--- src/hdl/apc_pkg.sv ---
package apc_pkg;

    // Q16.16 data word and wide accumulator
    typedef logic signed [31:0] q_t;
    typedef logic signed [47:0] acc_t;

    localparam int IDXW      = 4;
    localparam int DIV_STEPS = 48;

    localparam acc_t ACC_MAX = 48'sh0000_7FFF_FFFF;
    localparam acc_t ACC_MIN = 48'shFFFF_8000_0000;
    localparam acc_t ONE_ACC = 48'sh0000_0001_0000;
    localparam q_t   Q_MAX   = 32'sh7FFF_FFFF;
    localparam q_t   Q_MIN   = 32'sh8000_0000;

    // configuration register indexes
    localparam logic [IDXW-1:0] REG_COEF_Y       = 4'd0;
    localparam logic [IDXW-1:0] REG_COEF_Y_PREV  = 4'd1;
    localparam logic [IDXW-1:0] REG_COEF_SP_PREV = 4'd2;
    localparam logic [IDXW-1:0] REG_COEF_SP      = 4'd3;
    localparam logic [IDXW-1:0] REG_MAX_OUT      = 4'd4;
    localparam logic [IDXW-1:0] REG_NOISE_LEVEL  = 4'd5;
    localparam logic [IDXW-1:0] REG_GAIN_A       = 4'd6;
    localparam logic [IDXW-1:0] REG_GAIN_B       = 4'd7;

    typedef enum logic [3:0] {
        ST_IDLE,
        ST_PRED,
        ST_ERR,
        ST_SQ,
        ST_DEN_DIV,
        ST_GAIN,
        ST_UPD,
        ST_YD,
        ST_HOR,
        ST_NUM,
        ST_DRV_DIV,
        ST_FIN
    } state_t;

    // divider result towards the sequencer
    typedef struct packed {
        logic done;
        q_t   quot;
    } div_res_t;

    function automatic q_t sat32(acc_t v);
        q_t r;
        if (v > ACC_MAX)
            r = Q_MAX;
        else if (v < ACC_MIN)
            r = Q_MIN;
        else
            r = v[31:0];
        return r;
    endfunction

    function automatic acc_t ext(q_t v);
        return {{16{v[31]}}, v};
    endfunction

endpackage

--- src/hdl/apc_mul.sv ---
module apc_mul (
    input  logic        clk,
    input  apc_pkg::q_t a,
    input  apc_pkg::q_t b,
    output apc_pkg::q_t p
);
    import apc_pkg::*;

    logic signed [63:0] prod_reg;

    // registered full product
    always_ff @(posedge clk)
    begin
        prod_reg <= a * b;
    end

    // floor shift by the fraction width, then saturate
    assign p = sat32(prod_reg[63:16]);

endmodule

--- config.mk ---
export PLATFORM = sky130hd
export DESIGN_NAME = apc_mul
export DESIGN_NICKNAME = d
export VERILOG_FILES = /design/src/hdl/apc_pkg.sv /design/src/hdl/apc_mul.sv
export SDC_FILE = /design/constraint.sdc
export NUM_CORES = 2
export LEC_CHECK = 0
export BUFFER_PORTS_ARGS = -buffer_cell sky130_fd_sc_hd__buf_2
export CORE_MARGIN = 2
export CORE_UTILIZATION = 50
export CTS_BUF_LIST = sky130_fd_sc_hd__clkbuf_16
export DETAILED_ROUTE_END_ITERATION = 7
export PLACE_DENSITY = 0.62
export SETUP_SLACK_MARGIN = 0.4
export SYNTH_ARGS = -nofsm -noshare
export SYNTH_HDL_FRONTEND = slang
export SYNTH_SLANG_ARGS = --single-unit
--- constraint.sdc ---
create_clock -name clk -period 10.6 [get_ports clk]
set_input_delay 0.53 -clock clk [delete_from_list [all_inputs] [get_ports clk]]
set_output_delay 0.53 -clock clk [all_outputs]
set_load 0.05 [all_outputs]
==> impl_metrics.yaml <==
critical_path:
  endpoint_kind: "flip-flop"
  critical_path_required_ps: 10850
  start_kind: "input port"
  path_class: "input port to flip-flop"
  critPathTopFamily: "adder cells"
  cp_cell_sequence: "buf_2 -> nand2_1 -> inv_1 -> fa_1 -> fa_1 -> fa_1 -> fa_1 -> inv_1 -> fa_1 -> inv_1 -> fa_1 -> fa_1 -> fa_1 -> ha_1 -> and2_1 -> and3_1 -> nand4_1 -> nor2_1 -> a2111oi_0 -> a211oi_1 -> a311o_1 -> a211oi_2 -> xnor2_1"
  startpoint: "b[2]"
  worst-path-buf-inv: 4
  cp_num_cells: 23
  endpoint: "prod_reg[57]$_DFF_P_"
  slowest_delay_ps: 980
  cp_common_cell: "fa_1"
  cp.arrival_ps: 8800
  crit_slowest_cell: "fa_1"
  path_max_fanout: 32
cts:
  holdBufCountCts: 0
  cts_tree: "built"
  clockRootBuffer: "clkbuf_16"
  h-tree-depth: 2
  cts_made_buffers: 5
  post_cts_buffers: 0
  ctsResizeCount: 0
  clkTransAtPathRegs_ps: 80
  clock-sinks: 48
  cts.path.max_buffers: 2
route:
  routedWlPerCell_um: 21.0
  drtPass1Iterations: 6
  drt_iter0_markers: 1466
  ant_nets: 0
  dr_total_vias: 25300
  wl_um: 100000
  drc: 0
  vias_per_cell: 5.31
flow_run:
  cap_violations: 0
sta:
  worstMarginPinSlew_ps: 1110
  finalCritPeriodShare_pct: 80.7
  fin_ws_ps: 2050
  setup_tns_ps: 0
  timing.fmax_ghz: 0.117
  slew_headroom_pct: 25.8
  min_period_ps: 8550
  slew_violations: 0
  setup_viol: 0
  finalHoldViolations: 0
  rsz0062_at_grt: "no"
layout:
  syn_to_final_growth_pct: 3.18
  seq_area_sq_um: 961
  drive_above_1_share_pct: 3.49
  multi_input_area_sq_um: 31700
  fin_nets: 5133
  fill_cells: 6904
  largest_reg_flops: 48
outcome:
  status: "finished clean"
synth:
  yosys_warnings: 0
  synth-seq-cells: 48
  yosysSeqAreaShare_pct: 2.60
  syn_avg_cell_area_sq_um: 9.48
  synth_top_area_share_pct: 58.4
  synth_cells: 3906
  synth_most_common_cell: "fa_1"
  synth_nets: 5232
  synthTopCellsByArea: "fa_1, inv_1, and2_1, ha_1, nand2_1"
  synth_ff_type: "dfxtp_1"
  async_reset_ff_share_pct: 0
  synth_common_cells: "fa_1, inv_1, nand2_1"
  synth-edff-count: 0
  synth_largest_area_cell: "fa_1"
  yosysUniqueCellTypes: 69
  netlist_area_sq_um: 37000
floorplan:
  io-pin-count: 97
  start_util_pct: 50.7
  rows: 99
  die_h_um: 276
  core-area_sq_um: 73100
  die_area_sq_um: 76200
  die_w_um: 276
place:
  port_buffers: 96
  hpwl_um: 83300
  preCtsSetupSlack_ps: 1690
  place_congestion: 0.907
global_routing:
  antenna_found_initial: 3
  grt_pass1_vias: 28200
  overflow: 0
  grtUsageTotal_pct: 27.7
  grt_max_degree: 33
  grt_first_pass_wirelength_um: 162000
hold_path:
  min_path_type: "input port to flip-flop"
metal layers:
metal	GRT usage, %	wire (um)	vias to the layer above
met5	0	0	-
met4	10.7	4550	0
met3	3.35	5150	173
met2	49.0	52100	662
met1	34.8	38300	13600
li1	-	-	10900
placed cells by master (no fill, tap or decap), types with 3 or more instances in the layout:
cell       netlist  final
ha_1           180    180
xor2_1          24     24
nand2b_1        11     11
nor4_1           5      5
buf_2            1     96
inv_1          969    969
a21oi_1         51     51
nor2_1          52     52
nor3_1           6      6
buf_4            0      8
nor2b_1          4      4
o21bai_1         6      6
and3_1           6      6
dfxtp_1         48     48
a31oi_1          3      3
nand3_1         14     14
o21ai_0         25     25
a21o_1          58     58
clkbuf_16        0      5
o21ai_1          3      3
a211oi_1         8      8
nand4_1         14     14
o21a_1           5      5
fa_1          1081   1081
nand2_1        521    521
xnor2_1         38     38
and2_1         512    512
stage by stage:
stage	cells	utilization (%)	area, sq um	hold WS, ps
finish	4769	52.3	38200	1400
detailed placement	4759	52.0	38000	1140
floorplan	3906	-	37000	1100
CTS	4767	52.3	38200	1440
global route	4769	52.3	38200	1500
global placement	4759	52.0	38000	1140
cells by family after synthesis:
family / share of synthesized area [%]
adders and majority gates: 64.5
buffers and inverters: 12.0
and+or+nand+nor: 15.7
AOI/OAI and AO/OA: 3.72
xor gates and xnor gates: 1.47
DFF: 2.60
muxes: 0.0270
how the worst min path moves through the flow:
stage	startpoint	end	slack, ps	cells past startpoint
after floorplan	b[1]	prod_reg[18]$_DFF_P_	1100	5
after global placement	prod_reg[29]$_DFF_P_	p[13]	1140	2
after detailed placement	prod_reg[63]$_DFF_P_	p[31]	1140	1
after CTS	b[1]	prod_reg[18]$_DFF_P_	1440	6
after global routing	prod_reg[31]$_DFF_P_	p[15]	1500	2
final	b[0]	prod_reg[18]$_DFF_P_	1400	6
worst min-delay path, delay by kind of cell:
| kind | cells | cell delay, ps |
|---|---|---|
| buffers and inverters | 1 | 280 |
| AND/OR/NAND/NOR | 1 | 220 |
| AO/OA/AOI/OAI | 3 | 490 |
| XOR/XNOR | 1 | 150 |
area by class of cell:
cell class,count,area share [%]
multi-input cells,2679,82.9
clock buffers,5,0.328
clock inverters,3,0.180
well taps,959,3.14
inverters,969,9.52
repair buffers,104,1.41
diodes,2,0.0131
flip-flops and latches,48,2.52
Power is left out: the tool's default activity adds up to more than one toggle a clock period on the data nets, which glitch-free logic cannot reach.
