==> src/hdl/apc_pkg.sv <==
package apc_pkg;

    // Q16.16 data word and wide accumulator
    typedef logic signed [31:0] q_t;
    typedef logic signed [47:0] acc_t;

    localparam int IDXW      = 4;
    localparam int DIV_STEPS = 48;

    localparam acc_t ACC_MAX = 48'sh0000_7FFF_FFFF;
    localparam acc_t ACC_MIN = 48'shFFFF_8000_0000;
    localparam acc_t ONE_ACC = 48'sh0000_0001_0000;
    localparam q_t   Q_MAX   = 32'sh7FFF_FFFF;
    localparam q_t   Q_MIN   = 32'sh8000_0000;

    // configuration register indexes
    localparam logic [IDXW-1:0] REG_COEF_Y       = 4'd0;
    localparam logic [IDXW-1:0] REG_COEF_Y_PREV  = 4'd1;
    localparam logic [IDXW-1:0] REG_COEF_SP_PREV = 4'd2;
    localparam logic [IDXW-1:0] REG_COEF_SP      = 4'd3;
    localparam logic [IDXW-1:0] REG_MAX_OUT      = 4'd4;
    localparam logic [IDXW-1:0] REG_NOISE_LEVEL  = 4'd5;
    localparam logic [IDXW-1:0] REG_GAIN_A       = 4'd6;
    localparam logic [IDXW-1:0] REG_GAIN_B       = 4'd7;

    typedef enum logic [3:0] {
        ST_IDLE,
        ST_PRED,
        ST_ERR,
        ST_SQ,
        ST_DEN_DIV,
        ST_GAIN,
        ST_UPD,
        ST_YD,
        ST_HOR,
        ST_NUM,
        ST_DRV_DIV,
        ST_FIN
    } state_t;

    // divider result towards the sequencer
    typedef struct packed {
        logic done;
        q_t   quot;
    } div_res_t;

    function automatic q_t sat32(acc_t v);
        q_t r;
        if (v > ACC_MAX)
            r = Q_MAX;
        else if (v < ACC_MIN)
            r = Q_MIN;
        else
            r = v[31:0];
        return r;
    endfunction

    function automatic acc_t ext(q_t v);
        return {{16{v[31]}}, v};
    endfunction

endpackage

==> src/hdl/apc_div.sv <==
module apc_div (
    input  logic             clk,
    input  logic             rst_n,
    input  logic             start,
    input  apc_pkg::q_t      num,
    input  apc_pkg::q_t      den,
    output apc_pkg::div_res_t res
);
    import apc_pkg::*;

    logic        busy_reg;
    logic        done_reg;
    logic [5:0]  cnt_reg;
    logic [31:0] rem_reg;
    logic [31:0] dmag_reg;
    logic [47:0] dvd_reg;
    logic [47:0] quo_reg;
    logic        neg_reg;
    q_t          quot_reg;

    logic [32:0] n33;
    logic [32:0] d33;
    logic [32:0] trial;
    logic        qbit;
    logic [31:0] rem_next;
    logic [47:0] quo_next;
    q_t          quot_next;

    // operand magnitudes
    always_comb
    begin
        n33 = {num[31], num};
        d33 = {den[31], den};
        if (num[31])
            n33 = -n33;
        if (den[31])
            d33 = -d33;
    end

    // one restoring step per cycle
    always_comb
    begin
        trial    = {rem_reg, dvd_reg[47]};
        qbit     = (trial >= {1'b0, dmag_reg});
        rem_next = qbit ? 32'(trial - {1'b0, dmag_reg}) : trial[31:0];
        quo_next = {quo_reg[46:0], qbit};
        if (!neg_reg)
            quot_next = (quo_next > 48'h0000_7FFF_FFFF) ? Q_MAX : q_t'(quo_next[31:0]);
        else
            quot_next = (quo_next > 48'h0000_8000_0000) ? Q_MIN : q_t'(-quo_next[31:0]);
    end

    always_ff @(posedge clk or negedge rst_n)
    begin
        if (!rst_n)
        begin
            busy_reg <= 1'b0;
            done_reg <= 1'b0;
            cnt_reg  <= '0;
        end
        else
        begin
            done_reg <= 1'b0;
            if (start)
            begin
                busy_reg <= 1'b1;
                cnt_reg  <= '0;
            end
            else if (busy_reg)
            begin
                cnt_reg <= cnt_reg + 6'd1;
                if (cnt_reg == 6'(DIV_STEPS - 1))
                begin
                    busy_reg <= 1'b0;
                    done_reg <= 1'b1;
                end
            end
        end
    end

    always_ff @(posedge clk)
    begin
        if (start)
        begin
            rem_reg  <= '0;
            quo_reg  <= '0;
            dvd_reg  <= {n33[31:0], 16'h0000};
            dmag_reg <= d33[31:0];
            neg_reg  <= num[31] ^ den[31];
        end
        else if (busy_reg)
        begin
            rem_reg <= rem_next;
            quo_reg <= quo_next;
            dvd_reg <= {dvd_reg[46:0], 1'b0};
            if (cnt_reg == 6'(DIV_STEPS - 1))
                quot_reg <= quot_next;
        end
    end

    assign res.done = done_reg;
    assign res.quot = quot_reg;

endmodule

==> config.mk <==
export PLATFORM = sky130hd
export DESIGN_NAME = apc_div
export DESIGN_NICKNAME = d
export VERILOG_FILES = /design/src/hdl/apc_pkg.sv /design/src/hdl/apc_div.sv
export SDC_FILE = /design/constraint.sdc
export NUM_CORES = 1
export LEC_CHECK = 0
export BUFFER_PORTS_ARGS = -buffer_cell sky130_fd_sc_hd__buf_2
export CORE_MARGIN = 5
export CORE_UTILIZATION = 60
export DETAILED_ROUTE_END_ITERATION = 6
export GPL_ROUTABILITY_DRIVEN = 0
export PLACE_DENSITY = 0.8
export SLEW_MARGIN = 20
export SYNTH_ARGS = -nofsm -noshare
export SYNTH_HDL_FRONTEND = slang
export SYNTH_SLANG_ARGS = --single-unit
==> constraint.sdc <==
create_clock -name clk -period 5.24 [get_ports clk]
set_input_delay 0.786 -clock clk [delete_from_list [all_inputs] [get_ports clk]]
set_output_delay 0.786 -clock clk [all_outputs]
set_load 0.01 [all_outputs]
==> flow_summary.ini, run 1 <==
[clocking]
cts_post_setup_buffers_inserted = 0
clock_tree_root = sky130_fd_sc_hd__clkbuf_16
clkTransAtPathRegs_ns = 0.06
htree_num_levels = 4
cts.path.max_buffers = 2
cts-buffers-inserted = 17
clock_insertion_delay_worst_skew_ns = 0.44
ctsHoldBuffers = 0
tritoncts = yes
tritoncts_num_sinks = 184

[finish]
largest_register_ff_count = 47
num-fill-cells = 1445
multi_input_comb_area_um2 = 5700
fin_area_um2 = 12000
layout.nets = 1340
regArea_um2 = 4700
insertedDiodeCount = 0
syn_to_final_growth_pct = 10.5
drive_gt1_share_pct = 12.6

[timing]
minimum_period_implied_by_the_final_worst_setup_slack_ns = 4.78
max_slew_margin_pct = 38.6
final.setup.worst_slack_ns = 0.457
fin_hold_ws_ns = 0.183
rsz0062_at_grt = no
setup_tns_ns = 0
timing.final.setup_violations = 0
final_worst_path_cycle_share_pct = 91.3
fin_worst_skew_ns = 0.00875
hold_viol_final = 0
achievable-frequency_mhz = 209
worst_slew_pin_slew_ns = 0.921
max_slew_violation_count = 0

[floorplan]
design.portCount = 100
fp-row-count = 49
floorplan.die_area_um2 = 21000
core_um2 = 17900
die_height_um = 145
fp.dieW_um = 145
initial_core_util_pct = 60.9

[drt]
wl_mm = 23.9
detailroute.via_count = 8942
drt-initial-drc-count = 701
ant_nets = 0
route.detailed.drc = 0
drt-vias-per-instance = 6.05
post_drt_wl_per_cell_um = 16.2
drt-pass1-iter-count = 5

[synth]
seq_total_area_yosys_pct = 43.1
yosys_warnings = 0
synth_ff_type = sky130_fd_sc_hd__edfxtp_1
netlist_instances = 1181
asyncSetResetFlopFracSynth_pct = 4.35
synth_net_count = 1285
postSynthRegisterBits = 184
synth_enable_flop_cells = 97
synth_area_um2 = 10900
syn_area_per_cell_um2 = 9.23
netlist-cell-type-count = 71

[worst_setup_path]
timing.critical_path.slowest_stage_cell = sky130_fd_sc_hd__or4_1
r2r_end = quot_reg[21]
worst_reg2reg_path_length_in_cells = 15
r2r_setup_slack_ns = 0.46
path_delay_family = compound AO/OA/AOI/OAI gates
timing.critical_path.from = dmag_reg[4]
end_kind = register
worstPathMaxFanout = 24
critical_path_class = reg2reg
endpoint = quot_reg[21]
timing.critical_path.cells = inv_1 > ha_1 > a21o_1 > a31oi_1 > a211oi_1 > o31ai_2 > and2_1 > ha_1 > nand3b_1 > or4_1 > o41ai_2 > nand2b_1 > or2_1 > a311oi_1 > a211o_1
worst_r2r_startpoint = dmag_reg[4]
cp_data_arrival_time_ns = 5.09
critical_path_cell_count = 15
crit_path_max_incr_delay_ns = 0.69
critical_path.startpoint_type = register
buffers_and_inverters_on_the_worst_path = 1
timing.critical_path.required_ns = 5.55
cell_repeated_most_along_the_worst_path = sky130_fd_sc_hd__ha_1

[status]
run_status = finished clean

[run]
drv_cap = 0

[min_path]
worst_min_path_class = in2async

[place]
detailed_place_hpwl_mm = 16.4
placed_cell_area_um2 = 11500
buffer_ports.inserted = 99
place_worst_setup_slack_ns = 0.399

[pwr]
p_leak_nw = 5.16
pwr_density_cell_nw_per_um2 = 443
ir_worst_vdd_mv = 0.270
total_power_mw = 5.33

[grt]
grt_pass1_wl_mm = 40.1
grt_start_max_net_pins = 115
first_global_vias = 8367
grt_antenna_before_repair = 0
globalRouteTotalUtil_pct = 23.4
grt_overflow = 0
==> synthesized netlist by cell type (all sizes together), types with 9 or more instances <==
master | number | area [um^2]
a21oi | 71 | 355
a211oi | 23 | 173
nor4 | 18 | 128
ha | 36 | 450
dfxtp | 79 | 1580
o31ai | 26 | 195
nor3 | 33 | 165
xnor2 | 41 | 359
nor2 | 160 | 601
nand2b | 10 | 62.6
or3 | 20 | 130
nand3 | 13 | 65.1
nand2 | 71 | 267
a21o | 10 | 75.1
edfxtp | 97 | 2910
mux2i | 57 | 571
nor2b | 14 | 87.6
inv | 54 | 203
o21bai | 9 | 67.6
nand4 | 10 | 62.6
buf | 17 | 98.8
o311ai | 18 | 158
o21ai | 61 | 305
or4 | 15 | 116
xor2 | 40 | 350
a311oi | 12 | 105
clkbuf | 54 | 204
==> through the flow <==
stage	cells	util (%)
3_5_place_dp	1446	64.0
2_1_floorplan	1181	-
4_1_cts	1478	67.3
5_1_grt	1478	67.3
6_report	1478	67.3
3_3_place_gp	1446	64.0
==> metal layers <==
metal / vias to the layer above / global-route usage (%) / wire length, um
li1: 4455 / - / -
met1: 4194 / 32.3 / 10600
met2: 258 / 37.9 / 11600
met3: 35 / 3.94 / 1220
met4: 0 / 7.17 / 428
met5: - / 0 / 0
==> layout make-up <==
type / count / share of cell area (%)
multi-input cells: 871 / 47.3
flip-flops and latches: 184 / 39.0
repair buffers: 107 / 4.66
clock buffers: 25 / 4.48
well taps: 229 / 2.38
inverters: 55 / 1.71
clock inverters: 7 / 0.436
==> worst register-to-register path: cells and delay by family, from the launching register on <==
kind / cells / cell delay [ns]
compound gates: 7 / 2.00
simple gates: 5 / 1.75
flops: 1 / 0.35
fa+ha+maj: 2 / 0.49
buf+inv: 1 / 0.07
==> report_power, final <==
part,internal (mW),switching (mW)
clock,0.721,0.545
combinational,0.905,1.30
sequential,1.75,0.112
total,3.37,1.96
==> how the worst min path moves through the flow <==
stage	slack [ns]	start	end	depth (start not counted)
finish	0.18	rst_n	busy_reg	1
global route	0.18	rst_n	cnt_reg[0]	1
CTS	0.18	rst_n	cnt_reg[3]	1
detailed placement	0.49	quo_reg[46]	quo_reg[46]	2
global placement	0.48	quo_reg[46]	quo_reg[46]	2
floorplan	0.46	quo_reg[46]	quo_reg[46]	2
==> layout by cell type, fill, tap and decap left out, drive strengths merged, types with 5 or more instances in the layout <==
master | synthesis | routed
a2111oi | 6 | 6
a211o | 7 | 7
a211oi | 23 | 23
a21o | 10 | 10
a21oi | 71 | 71
a311oi | 12 | 12
a31oi | 6 | 6
and2 | 8 | 8
buf | 17 | 107
clkbuf | 54 | 25
dfrtp | 8 | 8
dfxtp | 79 | 79
edfxtp | 97 | 97
ha | 36 | 36
inv | 54 | 56
mux2i | 57 | 57
nand2 | 71 | 71
nand2b | 10 | 10
nand3 | 13 | 13
nand4 | 10 | 10
nand4b | 5 | 5
nor2 | 160 | 160
nor2b | 14 | 14
nor3 | 33 | 33
nor3b | 5 | 5
nor4 | 18 | 18
o21ai | 61 | 61
o21bai | 9 | 9
o22ai | 5 | 5
o311ai | 18 | 18
o31ai | 26 | 26
o41ai | 7 | 7
or2 | 8 | 8
or3 | 20 | 20
or4 | 15 | 15
xnor2 | 41 | 41
xor2 | 40 | 40
==> cell families after synthesis <==
logic type | after synthesis | share of synthesized area (%)
xor gates and xnor gates | 81 | 6.51
DFF | 184 | 43.1
adders and majority gates | 37 | 4.31
and+or+nand+nor | 403 | 18.0
AOI/OAI and AO/OA | 289 | 17.8
buffers and inverters | 126 | 4.67
muxes | 61 | 5.65
==> what timing repair did <==
item,CTS,global route
endpoints found under the hold margin,0,0
resized for setup,0,1
setup endpoints to repair,0,8
Power figures use the tool's default switching activity.
==> run 2, diff against run 1 <==
CORE_ASPECT_RATIO = 0.5   (was unset)
==> run 2 against run 1 <==
Worst setup slack improved by 0.092 ns. Clock power rose by 5%. Die area rose by 0.78%. Maximum frequency rose by 2.0%. Combinational power barely moved. Flip-flop and latch count did not move. Critical endpoint is now quot_reg[11].
==> flow_summary.ini, run 2 (synthesis gave the netlist of run 1 again) <==
[status]
run_status = finished clean

[grt]
grt_overflow = 0
grt_pass1_wl_mm = 41.9
grt_antenna_before_repair = 0
grt_start_max_net_pins = 68
first_global_vias = 8448
globalRouteTotalUtil_pct = 23.7

[min_path]
worst_min_path_class = in2async

[timing]
max_slew_violation_count = 0
timing.final.setup_violations = 0
fin_worst_skew_ns = 0.0112
minimum_period_implied_by_the_final_worst_setup_slack_ns = 4.69
setup_tns_ns = 0
max_slew_margin_pct = 39.5
hold_viol_final = 0
achievable-frequency_mhz = 213
final_worst_path_cycle_share_pct = 89.5
rsz0062_at_grt = no
worst_slew_pin_slew_ns = 0.908

[worst_setup_path]
path_delay_family = compound AO/OA/AOI/OAI gates
timing.critical_path.required_ns = 5.47
worstPathMaxFanout = 27
end_kind = register
timing.critical_path.cells = inv_1 > ha_1 > a21o_1 > a31oi_1 > a211oi_1 > o31ai_2 > and2_1 > ha_1 > nand3b_1 > or4_1 > o41ai_2 > nand2b_1 > buf_4 > nor3_1 > a21oi_1 > a211oi_1
critical_path_class = reg2reg
critical_path.startpoint_type = register
timing.critical_path.slowest_stage_cell = sky130_fd_sc_hd__or4_1
cp_data_arrival_time_ns = 4.92
crit_path_max_incr_delay_ns = 0.67
buffers_and_inverters_on_the_worst_path = 2

[pwr]
pwr_density_cell_nw_per_um2 = 448
total_power_mw = 5.41
ir_worst_vdd_mv = 0.323
p_leak_nw = 5.18

[floorplan]
initial_core_util_pct = 61.9
fp-row-count = 34
die_height_um = 105
design.portCount = 100
fp.dieW_um = 201
floorplan.die_area_um2 = 21100
core_um2 = 17600

[drt]
post_drt_wl_per_cell_um = 17.2
detailroute.via_count = 9149
ant_nets = 0
drt-initial-drc-count = 774
wl_mm = 25.4
drt-vias-per-instance = 6.17
route.detailed.drc = 0
drt-pass1-iter-count = 5

[clocking]
cts.path.max_buffers = 2
cts-buffers-inserted = 17
htree_num_levels = 4
clkTransAtPathRegs_ns = 0.08
tritoncts = yes
clock_tree_root = sky130_fd_sc_hd__clkbuf_16
ctsHoldBuffers = 0
clock_insertion_delay_worst_skew_ns = 0.44
tritoncts_num_sinks = 184

[finish]
layout.nets = 1339
syn_to_final_growth_pct = 10.8
largest_register_ff_count = 47
insertedDiodeCount = 0
drive_gt1_share_pct = 12.8
most-common-layout-cells = 160 x sky130_fd_sc_hd__nor2_1, 98 x sky130_fd_sc_hd__buf_2, 97 x sky130_fd_sc_hd__edfxtp_1, 79 x sky130_fd_sc_hd__dfxtp_1
mostFrequentLayoutCell = sky130_fd_sc_hd__nor2_1

[place]
detailed_place_hpwl_mm = 17.7
buffer_ports.inserted = 99

[run]
drv_cap = 0
==> run 2: changes by cell type in the layout (fill, tap and decap cells not counted), moves of 2 or more <==
cell | before | now
sky130_fd_sc_hd__clkbuf_1 | 3 | 0
sky130_fd_sc_hd__clkbuf_8 | 2 | 0
sky130_fd_sc_hd__clkinv_8 | 0 | 3
sky130_fd_sc_hd__clkinvlp_4 | 2 | 0
sky130_fd_sc_hd__inv_8 | 0 | 5
==> run 2: worst reg2reg max path, delay by kind of cell, from the launching register on <==
kind / cells / cell delay [ns]
simple gates: 5 / 1.48
compound gates: 7 / 1.83
flops: 1 / 0.33
fa+ha+maj: 2 / 0.56
buf+inv: 2 / 0.27
==> run 2: layout make-up <==
class | count | area, um^2
multi-input cells | 871 | 5700
fillers | 1396 | 5530
flip-flops and latches | 184 | 4700
repair buffers | 106 | 554
clock buffers | 19 | 475
well taps | 234 | 293
inverters | 55 | 206
clock inverters | 13 | 146
==> run 2: worst paths after layout <==
| check | start | to | slack (ns) | cells after the start |
|---|---|---|---|---|
| min in group clk | rem_reg[22] | rem_reg[22] | 0.51 | 2 |
| worst min register to register | rem_reg[22] | rem_reg[22] | 0.51 | 2 |
| worst max register to register | dmag_reg[4] | quot_reg[11] | 0.55 | 16 |
| max in group asynchronous | rst_n | busy_reg | 4.89 | 1 |
| worst min-delay path | rst_n | busy_reg | 0.17 | 1 |
| worst max-delay path | dmag_reg[4] | quot_reg[11] | 0.55 | 16 |
==> run 2: where the power goes <==
| group | internal, mW | total [mW] | switching, mW |
|---|---|---|---|
| clock | 0.698 | 1.33 | 0.634 |
| combinational | 0.899 | 2.22 | 1.32 |
| sequential | 1.75 | 1.86 | 0.116 |
==> run 2: through the flow <==
step / area, um^2 / worst slack [ns] / std cells / util (%) / hold WS (ns)
2_1_floorplan: 10900 / 0.465 / 1181 / - / 0.461
3_3_place_gp: 11500 / 0.635 / 1450 / 65.0 / 0.474
3_5_place_dp: 11500 / 0.466 / 1450 / 65.0 / 0.490
4_1_cts: 12100 / 0.420 / 1482 / 68.5 / 0.151
5_1_grt: 12100 / 0.104 / 1482 / 68.6 / 0.168
6_report: 12100 / 0.549 / 1482 / 68.6 / 0.170
==> run 2: layer usage <==
layer	vias up	routed length, um	global-route usage (%)
met5	-	0	0
met4	0	331	5.84
met3	35	1950	5.80
met2	332	11400	37.7
met1	4344	11800	33.0
li1	4438	-	-
==> run 2: what timing repair did <==
action	4_1_cts	5_1_grt
setup endpoints to repair	0	8
setup buffers	0	0
gates resized for setup	0	2
